### src/dual_fir_bass_treble_tone_control_assert.svh
// ----------------------------------------------------------------------------
// Tone control assertion macros
// Concurrent checks on clk, with and without the reset qualifier.
// ----------------------------------------------------------------------------
`ifndef DUAL_FIR_BASS_TREBLE_TONE_CONTROL_ASSERT_SVH
`define DUAL_FIR_BASS_TREBLE_TONE_CONTROL_ASSERT_SVH

`ifndef NO_ASSERTIONS
// checked only outside reset
`define DFTC_ASSERT(lbl, prop, msg) \
  lbl: assert property (@(posedge clk) disable iff (!rst_n) prop) else $error(msg);
// checked at every edge
`define DFTC_ASSERT_ALWAYS(lbl, prop, msg) \
  lbl: assert property (@(posedge clk) prop) else $error(msg);
`else
`define DFTC_ASSERT(lbl, prop, msg)
`define DFTC_ASSERT_ALWAYS(lbl, prop, msg)
`endif

`endif

### src/dftc_pkg.sv
`timescale 1ns / 1ps
// ----------------------------------------------------------------------------
// dftc_pkg
// Shared constants, coefficient tables and control types of the tone control.
// ----------------------------------------------------------------------------
package dftc_pkg;

  localparam int DFTC_TAP_COUNT     = 17;
  localparam int DFTC_HISTORY_DEPTH = 64;
  localparam int DFTC_COEF_COUNT    = 17;

  localparam int SAMPLE_W = 16;
  localparam int COEF_W   = 16;
  localparam int PROD_W   = SAMPLE_W + COEF_W;
  localparam int FRAC_W   = 15;
  localparam int TERM_W   = PROD_W - FRAC_W;
  localparam int ACC_W    = 22;
  localparam int TAP_W    = 5;

  localparam logic [1:0] BTN_NONE   = 2'b00;
  localparam logic [1:0] BTN_BASS   = 2'b01;
  localparam logic [1:0] BTN_TREBLE = 2'b10;

  typedef struct packed {
    logic clr;     // clear accumulators and pending product
    logic mul_en;  // run the multiplier this cycle
    logic sel_hp;  // high-pass coefficient on the held sample
  } mac_ctl_t;

  function automatic logic signed [COEF_W-1:0] lp_coef(input logic [TAP_W-1:0] idx);
    logic signed [COEF_W-1:0] c;
    case (idx)
      5'd0:    c = 16'sd652;
      5'd1:    c = 16'sd658;
      5'd2:    c = 16'sd664;
      5'd3:    c = 16'sd671;
      5'd4:    c = 16'sd675;
      5'd5:    c = 16'sd678;
      5'd6:    c = 16'sd681;
      5'd7:    c = 16'sd682;
      5'd8:    c = 16'sd682;
      5'd9:    c = 16'sd682;
      5'd10:   c = 16'sd682;
      5'd11:   c = 16'sd678;
      5'd12:   c = 16'sd675;
      5'd13:   c = 16'sd671;
      5'd14:   c = 16'sd664;
      5'd15:   c = 16'sd658;
      5'd16:   c = 16'sd652;
      default: c = 16'sd0;
    endcase
    return c;
  endfunction

  function automatic logic signed [COEF_W-1:0] hp_coef(input logic [TAP_W-1:0] idx);
    logic signed [COEF_W-1:0] c;
    case (idx)
      5'd0:    c = -16'sd1130;
      5'd1:    c = -16'sd1436;
      5'd2:    c = -16'sd1740;
      5'd3:    c = -16'sd2013;
      5'd4:    c = -16'sd2257;
      5'd5:    c = -16'sd2458;
      5'd6:    c = -16'sd2608;
      5'd7:    c = -16'sd2698;
      5'd8:    c = 16'sd30036;
      5'd9:    c = -16'sd2698;
      5'd10:   c = -16'sd2608;
      5'd11:   c = -16'sd2458;
      5'd12:   c = -16'sd2257;
      5'd13:   c = -16'sd2013;
      5'd14:   c = -16'sd1740;
      5'd15:   c = -16'sd1436;
      5'd16:   c = -16'sd1130;
      default: c = 16'sd0;
    endcase
    return c;
  endfunction

endpackage

### src/dftc_ram.sv
`timescale 1ns / 1ps
// ----------------------------------------------------------------------------
// dftc_ram
// Generic single-write, single-read RAM with registered read data.
// ----------------------------------------------------------------------------
module dftc_ram #(
  parameter int WIDTH = 16,
  parameter int DEPTH = 64
) (
  input  logic                     clk,
  input  logic                     wr_en,
  input  logic [$clog2(DEPTH)-1:0] wr_addr,
  input  logic [WIDTH-1:0]         wr_data,
  input  logic [$clog2(DEPTH)-1:0] rd_addr,
  output logic [WIDTH-1:0]         rd_data
);

  logic [WIDTH-1:0] mem [DEPTH];
  logic [WIDTH-1:0] rd_data_r;

  always_ff @(posedge clk) begin
    if (wr_en) begin
      mem[wr_addr] <= wr_data;
    end
    rd_data_r <= mem[rd_addr];
  end

  assign rd_data = rd_data_r;

endmodule

### src/dftc_mac.sv
`timescale 1ns / 1ps
// ----------------------------------------------------------------------------
// dftc_mac
// Shared multiplier and accumulator for the low-pass and high-pass sums.
// ----------------------------------------------------------------------------
module dftc_mac
  import dftc_pkg::*;
(
  input  logic                       clk,
  input  logic                       rst_n,
  input  mac_ctl_t                   ctl,
  input  logic [TAP_W-1:0]           tap,
  input  logic signed [SAMPLE_W-1:0] sample,
  output logic signed [ACC_W-1:0]    acc_lp,
  output logic signed [ACC_W-1:0]    acc_hp
);

  logic signed [SAMPLE_W-1:0] samp_r;
  logic signed [TERM_W-1:0]   prod_r;
  logic                       prod_vld_r, prod_vld_nxt;
  logic                       prod_hp_r;
  logic signed [ACC_W-1:0]    acc_lp_r, acc_lp_nxt;
  logic signed [ACC_W-1:0]    acc_hp_r, acc_hp_nxt;

  logic signed [COEF_W-1:0]   coef;
  logic signed [SAMPLE_W-1:0] opnd;
  logic signed [PROD_W-1:0]   mult;
  logic signed [ACC_W-1:0]    term;
  logic signed [ACC_W-1:0]    sum;

  always_comb begin
    coef = ctl.sel_hp ? hp_coef(tap) : lp_coef(tap);
    opnd = ctl.sel_hp ? samp_r : sample;
    mult = coef * opnd;
  end

  // add the previous cycle's product into the sum it belongs to
  always_comb begin
    term       = {{(ACC_W-TERM_W){prod_r[TERM_W-1]}}, prod_r};
    sum        = (prod_hp_r ? acc_hp_r : acc_lp_r) + term;
    acc_lp_nxt = acc_lp_r;
    acc_hp_nxt = acc_hp_r;
    if (ctl.clr) begin
      acc_lp_nxt = '0;
      acc_hp_nxt = '0;
    end else if (prod_vld_r) begin
      if (prod_hp_r) begin
        acc_hp_nxt = sum;
      end else begin
        acc_lp_nxt = sum;
      end
    end
    prod_vld_nxt = ctl.mul_en && !ctl.clr;
  end

  always_ff @(posedge clk) begin
    if (!rst_n) begin
      prod_vld_r <= 1'b0;
      acc_lp_r   <= '0;
      acc_hp_r   <= '0;
    end else begin
      prod_vld_r <= prod_vld_nxt;
      acc_lp_r   <= acc_lp_nxt;
      acc_hp_r   <= acc_hp_nxt;
    end
  end

  always_ff @(posedge clk) begin
    if (ctl.mul_en) begin
      prod_r    <= mult[PROD_W-1:FRAC_W];
      prod_hp_r <= ctl.sel_hp;
      if (!ctl.sel_hp) begin
        samp_r <= sample;
      end
    end
  end

  assign acc_lp = acc_lp_r;
  assign acc_hp = acc_hp_r;

endmodule

### src/dual_fir_bass_treble_tone_control.sv
`timescale 1ns / 1ps
// ----------------------------------------------------------------------------
// dual_fir_bass_treble_tone_control
// Mono mix into a circular history, 17-tap low-pass and high-pass FIR on one
// shared MAC, button-toggled bass and treble enables.
// ----------------------------------------------------------------------------
//  channel | handshake          | payload
//  --------+--------------------+------------------------------------------
//  in      | in_valid/in_stall  | in_left_sample, in_right_sample, in_buttons
//  out     | out_valid/out_stall| out_left_out, out_right_out
//
//  A word runs through a read state, then a low-pass and a high-pass MAC
//  pass per tap over min(TAP_COUNT, 17) taps, then a flush state and an output
//  state. A new word is not taken until the previous one has left S_OUT.
//  in_stall is high until the sequencer is idle. rst_n clears the enables, button
//  state, write slot and fill count; the fill count masks unwritten history slots.
//  A stalled result holds in the output register; the next word runs and waits.
// ----------------------------------------------------------------------------
module dual_fir_bass_treble_tone_control
  import dftc_pkg::*;
#(
  parameter int TAP_COUNT     = DFTC_TAP_COUNT,
  parameter int HISTORY_DEPTH = DFTC_HISTORY_DEPTH
) (
  input  logic                       clk,
  input  logic                       rst_n,
  input  logic                       in_valid,
  output logic                       in_stall,
  input  logic signed [SAMPLE_W-1:0] in_left_sample,
  input  logic signed [SAMPLE_W-1:0] in_right_sample,
  input  logic [1:0]                 in_buttons,
  output logic                       out_valid,
  input  logic                       out_stall,
  output logic signed [SAMPLE_W-1:0] out_left_out,
  output logic signed [SAMPLE_W-1:0] out_right_out
);

  `include "dual_fir_bass_treble_tone_control_assert.svh"

  localparam int NUM_TAPS = (TAP_COUNT < DFTC_COEF_COUNT) ? TAP_COUNT : DFTC_COEF_COUNT;
  localparam int ADDR_W   = $clog2(HISTORY_DEPTH);
  localparam int FILL_W   = $clog2(HISTORY_DEPTH + 1);
  localparam logic [TAP_W-1:0]  LAST_TAP  = TAP_W'(NUM_TAPS - 1);
  localparam logic [FILL_W-1:0] FILL_FULL = FILL_W'(HISTORY_DEPTH);
  localparam logic [ADDR_W-1:0] LAST_POS  = ADDR_W'(HISTORY_DEPTH - 1);
  localparam logic [ADDR_W:0]   DEPTH_X   = (ADDR_W + 1)'(HISTORY_DEPTH);

  typedef enum logic [5:0] {
    S_IDLE  = 6'b000001,
    S_RD    = 6'b000010,
    S_LP    = 6'b000100,
    S_HP    = 6'b001000,
    S_FLUSH = 6'b010000,
    S_OUT   = 6'b100000
  } state_t;

  state_t              state_r, state_nxt;
  logic [TAP_W-1:0]    tap_r, tap_nxt;
  logic [ADDR_W-1:0]   wpos_r, wpos_nxt;
  logic [FILL_W-1:0]   fill_r, fill_nxt;
  logic                bass_on_r, bass_on_nxt;
  logic                treble_on_r, treble_on_nxt;
  logic [1:0]          prev_btn_r, prev_btn_nxt;
  logic                use_lp_r, use_hp_r;
  logic signed [SAMPLE_W-1:0] right_r;
  logic                out_valid_r, out_valid_nxt;
  logic signed [SAMPLE_W-1:0] out_left_r, out_right_r;

  logic                       accept;
  logic                       out_free;
  logic                       out_load;
  logic signed [SAMPLE_W:0]   mix_sum;
  logic signed [SAMPLE_W-1:0] mono;
  logic [TAP_W-1:0]           rd_tap;
  logic [ADDR_W:0]            wpos_x, rd_tap_x, rd_addr_x;
  logic [ADDR_W-1:0]          rd_addr;
  logic signed [SAMPLE_W-1:0] rd_data;
  logic signed [SAMPLE_W-1:0] tap_sample;
  mac_ctl_t                   mac_ctl;
  logic signed [ACC_W-1:0]    acc_lp, acc_hp;
  logic signed [SAMPLE_W-1:0] y_lp, y_hp, y_left;

  assign in_stall = (state_r != S_IDLE);
  assign accept   = in_valid && !in_stall;
  assign out_free = !out_valid_r || !out_stall;
  assign out_load = (state_r == S_OUT) && out_free;

  // floor((l + r) / 2)
  assign mix_sum = {in_left_sample[SAMPLE_W-1], in_left_sample}
                 + {in_right_sample[SAMPLE_W-1], in_right_sample};
  assign mono    = mix_sum[SAMPLE_W:1];

  // read the tap j words back from the newest slot, wrapping around the ring
  always_comb begin
    rd_tap   = (state_r == S_HP) ? tap_r + TAP_W'(1) : '0;
    wpos_x   = {1'b0, wpos_r};
    rd_tap_x = (ADDR_W + 1)'(rd_tap);
    if (wpos_x >= rd_tap_x) begin
      rd_addr_x = wpos_x - rd_tap_x;
    end else begin
      rd_addr_x = wpos_x + DEPTH_X - rd_tap_x;
    end
    rd_addr = rd_addr_x[ADDR_W-1:0];
  end

  dftc_ram #(
    .WIDTH (SAMPLE_W),
    .DEPTH (HISTORY_DEPTH)
  ) u_hist (
    .clk     (clk),
    .wr_en   (accept),
    .wr_addr (wpos_r),
    .wr_data (mono),
    .rd_addr (rd_addr),
    .rd_data (rd_data)
  );

  // slots not yet written since reset read as zero
  assign tap_sample = ((FILL_W + 1)'(tap_r) < (FILL_W + 1)'(fill_r)) ? rd_data : '0;

  always_comb begin
    mac_ctl.clr    = accept;
    mac_ctl.mul_en = (state_r == S_LP) || (state_r == S_HP);
    mac_ctl.sel_hp = (state_r == S_HP);
  end

  dftc_mac u_mac (
    .clk    (clk),
    .rst_n  (rst_n),
    .ctl    (mac_ctl),
    .tap    (tap_r),
    .sample (tap_sample),
    .acc_lp (acc_lp),
    .acc_hp (acc_hp)
  );

  // sum times 4, wrapped to 16 bits
  assign y_lp   = {acc_lp[SAMPLE_W-3:0], 2'b00};
  assign y_hp   = {acc_hp[SAMPLE_W-3:0], 2'b00};
  assign y_left = (use_lp_r ? y_lp : '0) + (use_hp_r ? y_hp : '0);

  always_comb begin
    state_nxt     = state_r;
    tap_nxt       = tap_r;
    wpos_nxt      = wpos_r;
    fill_nxt      = fill_r;
    bass_on_nxt   = bass_on_r;
    treble_on_nxt = treble_on_r;
    prev_btn_nxt  = prev_btn_r;
    out_valid_nxt = out_valid_r && out_stall;
    case (state_r)
      S_IDLE: begin
        if (accept) begin
          tap_nxt   = '0;
          state_nxt = S_RD;
          if (fill_r != FILL_FULL) begin
            fill_nxt = fill_r + FILL_W'(1);
          end
          // toggles count from the next word on
          if (in_buttons == BTN_BASS && prev_btn_r == BTN_NONE) begin
            bass_on_nxt = !bass_on_r;
          end
          if (in_buttons == BTN_TREBLE && prev_btn_r == BTN_NONE) begin
            treble_on_nxt = !treble_on_r;
          end
          prev_btn_nxt = in_buttons;
        end
      end
      S_RD: begin
        state_nxt = S_LP;
      end
      S_LP: begin
        state_nxt = S_HP;
      end
      S_HP: begin
        if (tap_r == LAST_TAP) begin
          state_nxt = S_FLUSH;
        end else begin
          tap_nxt   = tap_r + TAP_W'(1);
          state_nxt = S_LP;
        end
      end
      S_FLUSH: begin
        state_nxt = S_OUT;
      end
      S_OUT: begin
        if (out_free) begin
          out_valid_nxt = 1'b1;
          wpos_nxt      = (wpos_r == LAST_POS) ? '0 : wpos_r + ADDR_W'(1);
          state_nxt     = S_IDLE;
        end
      end
      default: begin
        state_nxt = S_IDLE;
      end
    endcase
  end

  always_ff @(posedge clk) begin
    if (!rst_n) begin
      state_r     <= S_IDLE;
      tap_r       <= '0;
      wpos_r      <= '0;
      fill_r      <= '0;
      bass_on_r   <= 1'b0;
      treble_on_r <= 1'b0;
      prev_btn_r  <= BTN_NONE;
      out_valid_r <= 1'b0;
    end else begin
      state_r     <= state_nxt;
      tap_r       <= tap_nxt;
      wpos_r      <= wpos_nxt;
      fill_r      <= fill_nxt;
      bass_on_r   <= bass_on_nxt;
      treble_on_r <= treble_on_nxt;
      prev_btn_r  <= prev_btn_nxt;
      out_valid_r <= out_valid_nxt;
    end
  end

  // enables in force for this word, taken before its own toggle
  always_ff @(posedge clk) begin
    if (accept) begin
      use_lp_r <= bass_on_r;
      use_hp_r <= treble_on_r;
      right_r  <= in_right_sample;
    end
    if (out_load) begin
      out_left_r  <= y_left;
      out_right_r <= right_r;
    end
  end

  assign out_valid     = out_valid_r;
  assign out_left_out  = out_left_r;
  assign out_right_out = out_right_r;

  `DFTC_ASSERT(a_accept_starts_read, accept |=> (state_r == S_RD && tap_r == '0), "accepted word did not start at tap zero")
  `DFTC_ASSERT(a_result_from_out_state, $rose(out_valid_r) |-> $past(state_r == S_OUT), "result raised outside output state")
  `DFTC_ASSERT(a_tap_in_range, (state_r == S_LP || state_r == S_HP) |-> tap_r <= LAST_TAP, "tap index beyond last tap")
  `DFTC_ASSERT(a_fill_bounded, fill_r <= FILL_FULL, "fill count beyond history depth")

endmodule
### config.mk
export PLATFORM = sky130hd
export DESIGN_NAME = dual_fir_bass_treble_tone_control
export DESIGN_NICKNAME = d
export VERILOG_FILES = /design/src/dftc_pkg.sv /design/src/dftc_ram.sv /design/src/dftc_mac.sv /design/src/dual_fir_bass_treble_tone_control.sv
export VERILOG_INCLUDE_DIRS = /design/src /design/src/src
export SDC_FILE = /design/constraint.sdc
export NUM_CORES = 2
export LEC_CHECK = 0
export BUFFER_PORTS_ARGS = -buffer_cell sky130_fd_sc_hd__clkbuf_2
export CORE_ASPECT_RATIO = 1.5
export CORE_MARGIN = 8
export CORE_UTILIZATION = 66
export CTS_BUF_LIST = sky130_fd_sc_hd__clkbuf_8
export DETAILED_ROUTE_END_ITERATION = 6
export PLACE_DENSITY_LB_ADDON = 0.1
export REMOVE_ABC_BUFFERS = 1
export SLEW_MARGIN = 25
export SYNTH_ARGS = -nofsm -noshare
export SYNTH_HDL_FRONTEND = slang
export SYNTH_SLANG_ARGS = --single-unit
### constraint.sdc
create_clock -name clk -period 8.6 [get_ports clk]
set_clock_uncertainty 0.05 [all_clocks]
set_input_delay 1.72 -clock clk [delete_from_list [all_inputs] [get_ports clk]]
set_output_delay 1.72 -clock clk [all_outputs]
set_load 0.005 [all_outputs]
== Yosys cells after proc, flatten, opt, wreduce, memory -nomap -nowiden ==
Memory sizes are Yosys's and may differ from the RTL's. A register that Yosys moved wholly into a read port is not among the register bits.
Index checks and enable logic that the tools add are counted.

* Add/subtract/negate cells: 9
* Multiply operators: 1
* Order comparisons: 2
* Eq/ne operators: 15
* Muxes and demuxes: 24
* Bitwise logic cells: 2
* Reduce and logical (&&, ||, !) cells: 26

{| class="wikitable"
|+ Operator list
! cell !! number
|-
| two-way mux 16 bit || 5
|-
| two-way mux 5 bit || 8
|-
| one-hot mux 6 bit (6 select lines) || 1
|-
| multiplier 16 x 16 -> 32 bit || 1
|-
| two-way mux 6 bit || 4
|-
| adder 22 x 17 -> 22 bit || 1
|-
| two-way mux 22 bit || 1
|-
| adder 16 x 16 -> 17 bit || 1
|-
| adder 16 bit || 1
|-
| adder 6 x 1 -> 6 bit (second input constant) || 2
|-
| == test 6 bit (second input constant) || 2
|-
| AND reduction 3 bit || 4
|-
| subtractor 6 x 5 -> 6 bit || 2
|-
| one-hot mux 5 bit (2 select lines) || 1
|-
| AND reduction 2 bit || 5
|-
| adder 7 x 1 -> 7 bit (second input constant) || 1
|-
| less-than comparator 5 x 7 -> 1 bit || 1
|-
| inequality test 7 bit (second input constant) || 1
|-
| == test 6 x 1 -> 1 bit (second input constant) || 1
|-
| == test 6 x 2 -> 1 bit (second input constant) || 1
|-
| == test 6 x 3 -> 1 bit (second input constant) || 1
|-
| == test 6 x 4 -> 1 bit (second input constant) || 1
|-
| == test 6 x 5 -> 1 bit (second input constant) || 1
|-
| >= comparator 6 x 5 -> 1 bit || 1
|-
| other kinds (14) || 31
|}

* Register bits: 158
* Memory bits (writable): 1,024
* Memory bits (read-only): 768
* Input port bits: 38
* Output and inout port bits: 34
* Logic and storage cells: 101
* Memories kept: 3

{| class="wikitable"
|+ Memories
! name !! depth !! bits a word !! rd ports !! clocked after Yosys merged registers in !! wr ports !! line !! text
|-
| u_hist.mem || 64 || 16 || 1 || 1 || 1 || dftc_ram.sv:18 || <nowiki>logic [WIDTH-1:0] mem [DEPTH];</nowiki>
|-
| (name not given) || 32 || 16 || 1 || 1 || 0 || dftc_pkg.sv:57 || <nowiki>case (idx)</nowiki>
|-
| (name not given) || 32 || 8 || 1 || 1 || 0 || dftc_pkg.sv:32 || <nowiki>case (idx)</nowiki>
|}

== Longest topological paths before layout ==
* Depth after elaboration: 7
* Depth in mapped cells: 30
* Mapped depth without buffers: 29

== Cells and area by module ==
Synthesis repeated with hierarchy kept, for this count alone.

* Cells, all modules: 3,823
* Area total of the unflattened synthesis: 58,700.0 um2

{| class="wikitable"
|+ Modules (own cells, without submodules)
! module !! instances !! cells each !! area an instance (um2) !! seq. area each (um2)
|-
| dftc_ram || 1 || 1,829 || 40,042.2 || 31,069.8
|-
| dftc_mac || 1 || 1,514 || 13,720.7 || 1,921.8
|-
| dual_fir_bass_treble_tone_control || 1 || 480 || 4,937.2 || 2,021.9
|}

== Worst setup path after synthesis ==
Ideal clock, no wire load.

* Path type: flip-flop to flip-flop
* Start: register fill_r[4]
* End: register u_mac.prod_r[12] (data pin)
* Library setup time: 258 ps
* Arrival time: 7,181 ps
* Data required time: 8,292 ps
* Setup slack: 1,112 ps
* Stages on the path, launching flop included: 29
* Path buffers: 2
* Period minus slack after synthesis: 7,488 ps
* Path through: dfxtp_1 inv_1 ha_1 a21o_1 a22o_2 a41oi_4 clkbuf_1 a22o_1 clkbuf_1 nand2_1 fa_1 inv_1 fa_1 fa_1 fa_1 fa_1 inv_1 fa_1 inv_1 ha_1 and4_1 and3_1 a211oi_1 a21oi_1 a311oi_2 nor3_1 or3_4 a21oi_2 xnor2_1

* Cells in the longest elaborated chain, start to end: 4

{| class="wikitable"
|+ RTL lines
! item !! line !! text
|-
| start: declaration || dual_fir_bass_treble_tone_control.sv:60 || <nowiki>logic [FILL_W-1:0] fill_r, fill_nxt;</nowiki>
|-
| start signal: assignment || dual_fir_bass_treble_tone_control.sv:213 || <nowiki>fill_r <= fill_nxt;</nowiki>
|-
| less-than comparator 5 x 7 -> 1 bit || dual_fir_bass_treble_tone_control.sv:119 || <nowiki>assign tap_sample = ((FILL_W + 1)'(tap_r) < (FILL_W + 1)'(fill_r)) ? rd_data : '0;</nowiki>
|-
| two-way mux 16 bit || dual_fir_bass_treble_tone_control.sv:119 ||
|-
| two-way mux 16 bit || dftc_mac.sv:33 || <nowiki>opnd = ctl.sel_hp ? samp_r : sample;</nowiki>
|-
| via u_mac.opnd[9] || dftc_mac.sv:26 || <nowiki>logic signed [SAMPLE_W-1:0] opnd;</nowiki>
|-
| multiplier 16 x 16 -> 32 bit || dftc_mac.sv:34 || <nowiki>mult = coef * opnd;</nowiki>
|-
| via u_mac.mult[27] || dftc_mac.sv:27 || <nowiki>logic signed [PROD_W-1:0] mult;</nowiki>
|-
| end signal: assignment || dftc_mac.sv:70 || <nowiki>prod_r <= mult[PROD_W-1:FRAC_W];</nowiki>
|-
| end: declaration || dftc_mac.sv:19 || <nowiki>logic signed [TERM_W-1:0] prod_r;</nowiki>
|}

The timed path passes the listed nets, and every way through them passes these cells.
A chain may end at the register's enable or synchronous reset.

== Worst setup path in the final report ==
* Start: register fill_r[4]
* End: register u_mac.prod_r[12] (data pin)

* Cells in the longest elaborated chain, start to end: 4

{| class="wikitable"
|+ RTL lines
! item !! line
|-
| less-than comparator 5 x 7 -> 1 bit || dual_fir_bass_treble_tone_control.sv:119
|-
| two-way mux 16 bit || dual_fir_bass_treble_tone_control.sv:119
|-
| two-way mux 16 bit || dftc_mac.sv:33
|-
| multiplier 16 x 16 -> 32 bit || dftc_mac.sv:34
|-
| via u_mac.mult[27] || dftc_mac.sv:27
|}

The timed path passes the listed nets, and every way through them passes these cells.

==> results by group <==
Outcome
  – Status: finished with violations
  – Failing checks: DRC

CTS
  – CTS root buf: clkbuf_8
  – CTS Hold Buffers Added: 0
  – # Post-CTS Setup Buffers: 0
  – H-tree depth: 4
  – # resized after CTS: 0
  – CTS tree: yes
  – Total clock buffers created by CTS: 167
  – TritonCTS Sinks: 1196
  – Worst-Skew Late Latency: 0.87 ns
  – Clock-pin slew on the worst setup and hold paths: 0.07 ns
  – Clock buffer depth: 3

Setup path
  – Crit path DAT: 8.75 ns
  – CP required: 9.14 ns
  – Most used cell, CP: fa_1
  – Crit end category: flip-flop
  – CP top delay family: adder cells
  – Slowest cell delay on critical path: 0.53 ns
  – Reg2reg setup slack: 0.39 ns
  – Setup crit start kind: flip-flop
  – Critical path class: flip-flop to flip-flop
  – Slowest cell on crit path: fa_1
  – WP buf/inv: 5
  – Crit Path Max Fanout: 13

Synthesis
  – Dominant synthesized flop cell: edfxtp_1
  – Mean Syn Cell Area: 16.9 um^2
  – Seq cells post-synth: 1196
  – Cells after Synth: 3336
  – Async S/R FF share, synth: 0
  – EDFF count, synth: 1103
  – Post-Synthesis Cell Area: 56300 um^2
  – Synth cell types: 89
  – Yosys warns: 0
  – Post-synthesis sequential area ratio: 0.621

GRT
  – Antenna violations before repair: 4
  – Grt total ovfl: 0
  – First-pass GRT wire length: 194000 um
  – Vias in the first global route: 32081
  – GRT Total Usage: 0.276
  – Pin count of the biggest net entering global routing: 137

Layout
  – Commonest non-fill, non-tap cell in the layout: edfxtp_1
  – Layout Nets: 3956
  – Layout fillers: 5228
  – Multi-input logic area: 19800 um^2
  – P&R area growth vs syn: 9.51%
  – Share of layout cells above drive strength 1: 0.216
  – Storage cell area: 35000 um^2
  – Non-Filler Instances: 4794
  – Commonest cells after routing, fill and taps aside: edfxtp_1, inv_1, mux4_2

Detailed routing
  – Drt first pass iters: 7
  – Antenna Nets Post-Route: 0
  – DR vias/cell: 6.22
  – Final wirelength: 127000 um
  – DR iter-0 viols: 2436
  – Via count: 29842
  – Residual DRC: 1
  – Avg WL per Cell: 26.6 um

STA
  – Max Fclk: 122 MHz
  – Worst Tran Pin Value: 1.04 ns
  – Final setup viols: 0
  – Max Transition Viols Final: 0
  – Crit path time final: 8.21 ns
  – Headroom to the max-slew limit: 0.305
  – Fin. Hold Viols: 0
  – Hold_ws: 0.367 ns
  – Final period utilization: 0.954

Place
  – # placed instances: 4497
  – GP Congestion: 0.970
  – DPL Wire Length: 86800 um
  – I/O Buffers: 69

Die
  – Row count: 131
  – Num ports: 72
  – Core ar.: 84700 um^2
  – Initial core utilization: 0.665
  – Die Footprint: 95100 um^2
  – Die width: 254 um
  – Die Height: 374 um

Job
  – Max cap viols: 0

Pwr
  – Share of power burned in registers: 0.555
  – Pwr/cell area: 195 nW/um^2
  – Peak supply drop: 0.000202 V
  – Sw Share: 0.247
  – LEAKAGE: 22.4 nW
  – Clk network pwr share: 0.346
  – Psw: 0.00297 W
  – Logic pwr share: 0.099
  – Pint: 0.00904 W

Min path
  – Worst hold-check path type: flip-flop to flip-flop
==> state kept, by name, indices dropped and copies added (netlist names), 2 cells and up, named ones only <==
signal and flops:
out_right_out 16, out_left_out 14, u_hist.rd_data 16, state_r 6
u_hist.mem 1024, fill_r 7, right_r 16, wpos_r 6
u_mac.prod_r 14, tap_r 5, u_mac.acc_hp 14, u_mac.acc_lp 14
prev_btn_r 2, u_mac.samp_r 16
==> cell families after synthesis <==
kind of cell	count (synthesis)	synth area share
xor gates and xnor gates	80	0.0128
adders and majority gates	380	0.117
AOI/OAI and AO/OA	212	0.0251
DFF	1196	0.621
and+or+nand+nor	645	0.0535
muxes	360	0.139
buffers and inverters	462	0.0316
other	1	0.0000666
==> layer usage <==
metal / track usage / wire (um) / vias up
met5: 0 / 13 / -
met4: 0.128 / 5890 / 2
met3: 0.0460 / 7020 / 285
met2: 0.487 / 69400 / 1149
met1: 0.328 / 45000 / 15554
li1: - / - / 12852
==> metrics by stage <==
stage          power (W)  cell area [um^2]  setup slack [ns]  utilization  TNS (ns)
2_1_floorplan    0.00752             55800             -3.83            -    -61.27
3_3_place_gp     0.00792             58500             0.563        0.690         0
3_5_place_dp     0.00799             58500             0.390        0.690         0
4_1_cts           0.0121             61600             0.392        0.727         0
5_1_grt           0.0125             61700          -0.00311        0.728  -0.00311
6_report          0.0120             61700             0.392        0.728         0
==> power groups by stage <==
stage	registers, W	logic [W]	clock network, W
after floorplan	0.00680	0.000718	0
after global placement	0.00678	0.00113	0
after detailed placement	0.00679	0.00120	0
after CTS	0.00666	0.00120	0.00424
after global routing	0.00666	0.00133	0.00447
final	0.00667	0.00119	0.00416
==> Yosys cell counts (3+ instances only) <==
cell type | instances | share of area
or2_2 | 5 | 0.00056
nand2b_1 | 8 | 0.00089
nor2b_1 | 11 | 0.0012
o21ai_0 | 34 | 0.0030
nand2_1 | 214 | 0.014
dfxtp_1 | 93 | 0.033
nor2_1 | 203 | 0.014
nor3_1 | 24 | 0.0021
inv_1 | 324 | 0.022
buf_2 | 4 | 0.00036
o31ai_1 | 3 | 0.00040
fa_1 | 242 | 0.086
xor2_1 | 18 | 0.0028
mux2i_1 | 11 | 0.0020
and3_1 | 19 | 0.0021
buf_4 | 3 | 0.00040
o21a_1 | 6 | 0.00080
mux2_2 | 12 | 0.0024
a22oi_1 | 12 | 0.0016
clkbuf_1 | 95 | 0.0063
mux4_2 | 336 | 0.13
o41ai_1 | 3 | 0.00047
nand4_1 | 6 | 0.00067
nand3_1 | 33 | 0.0029
o211ai_1 | 6 | 0.00080
nand3b_1 | 7 | 0.00093
a31o_2 | 5 | 0.00078
a21oi_1 | 71 | 0.0063
ha_1 | 138 | 0.031
a21boi_0 | 8 | 0.0011
inv_2 | 3 | 0.00020
o21ai_1 | 6 | 0.00053
a22o_1 | 4 | 0.00062
and2_1 | 81 | 0.0090
xnor2_1 | 61 | 0.0095
a21o_1 | 11 | 0.0015
a31oi_1 | 3 | 0.00033
buf_1 | 29 | 0.0019
a21oi_2 | 3 | 0.00047
or3_1 | 10 | 0.0011
edfxtp_1 | 1103 | 0.59
a211oi_1 | 9 | 0.0012
==> final timing paths <==
path	from	to	depth (start not counted)
worst min-delay path	right_r[2]	out_right_out[2]	0
worst min register to register	right_r[2]	out_right_out[2]	0
worst max-delay path	fill_r[4]	u_mac.prod_r[12]	27
worst max register to register	fill_r[4]	u_mac.prod_r[12]	27
==> cell type report <==
class                           count  area share
Sequential cell                  1196       0.567
Multi-Input combinational cell   1679       0.321
Clock buffer                      170      0.0379
Tap cell                         1130      0.0229
Inverter                          329      0.0201
Timing Repair Buffer              165      0.0186
Clock inverter                    120      0.0121
Antenna cell                        5    0.000203
Note: power is estimated with default switching activity, not from simulation.
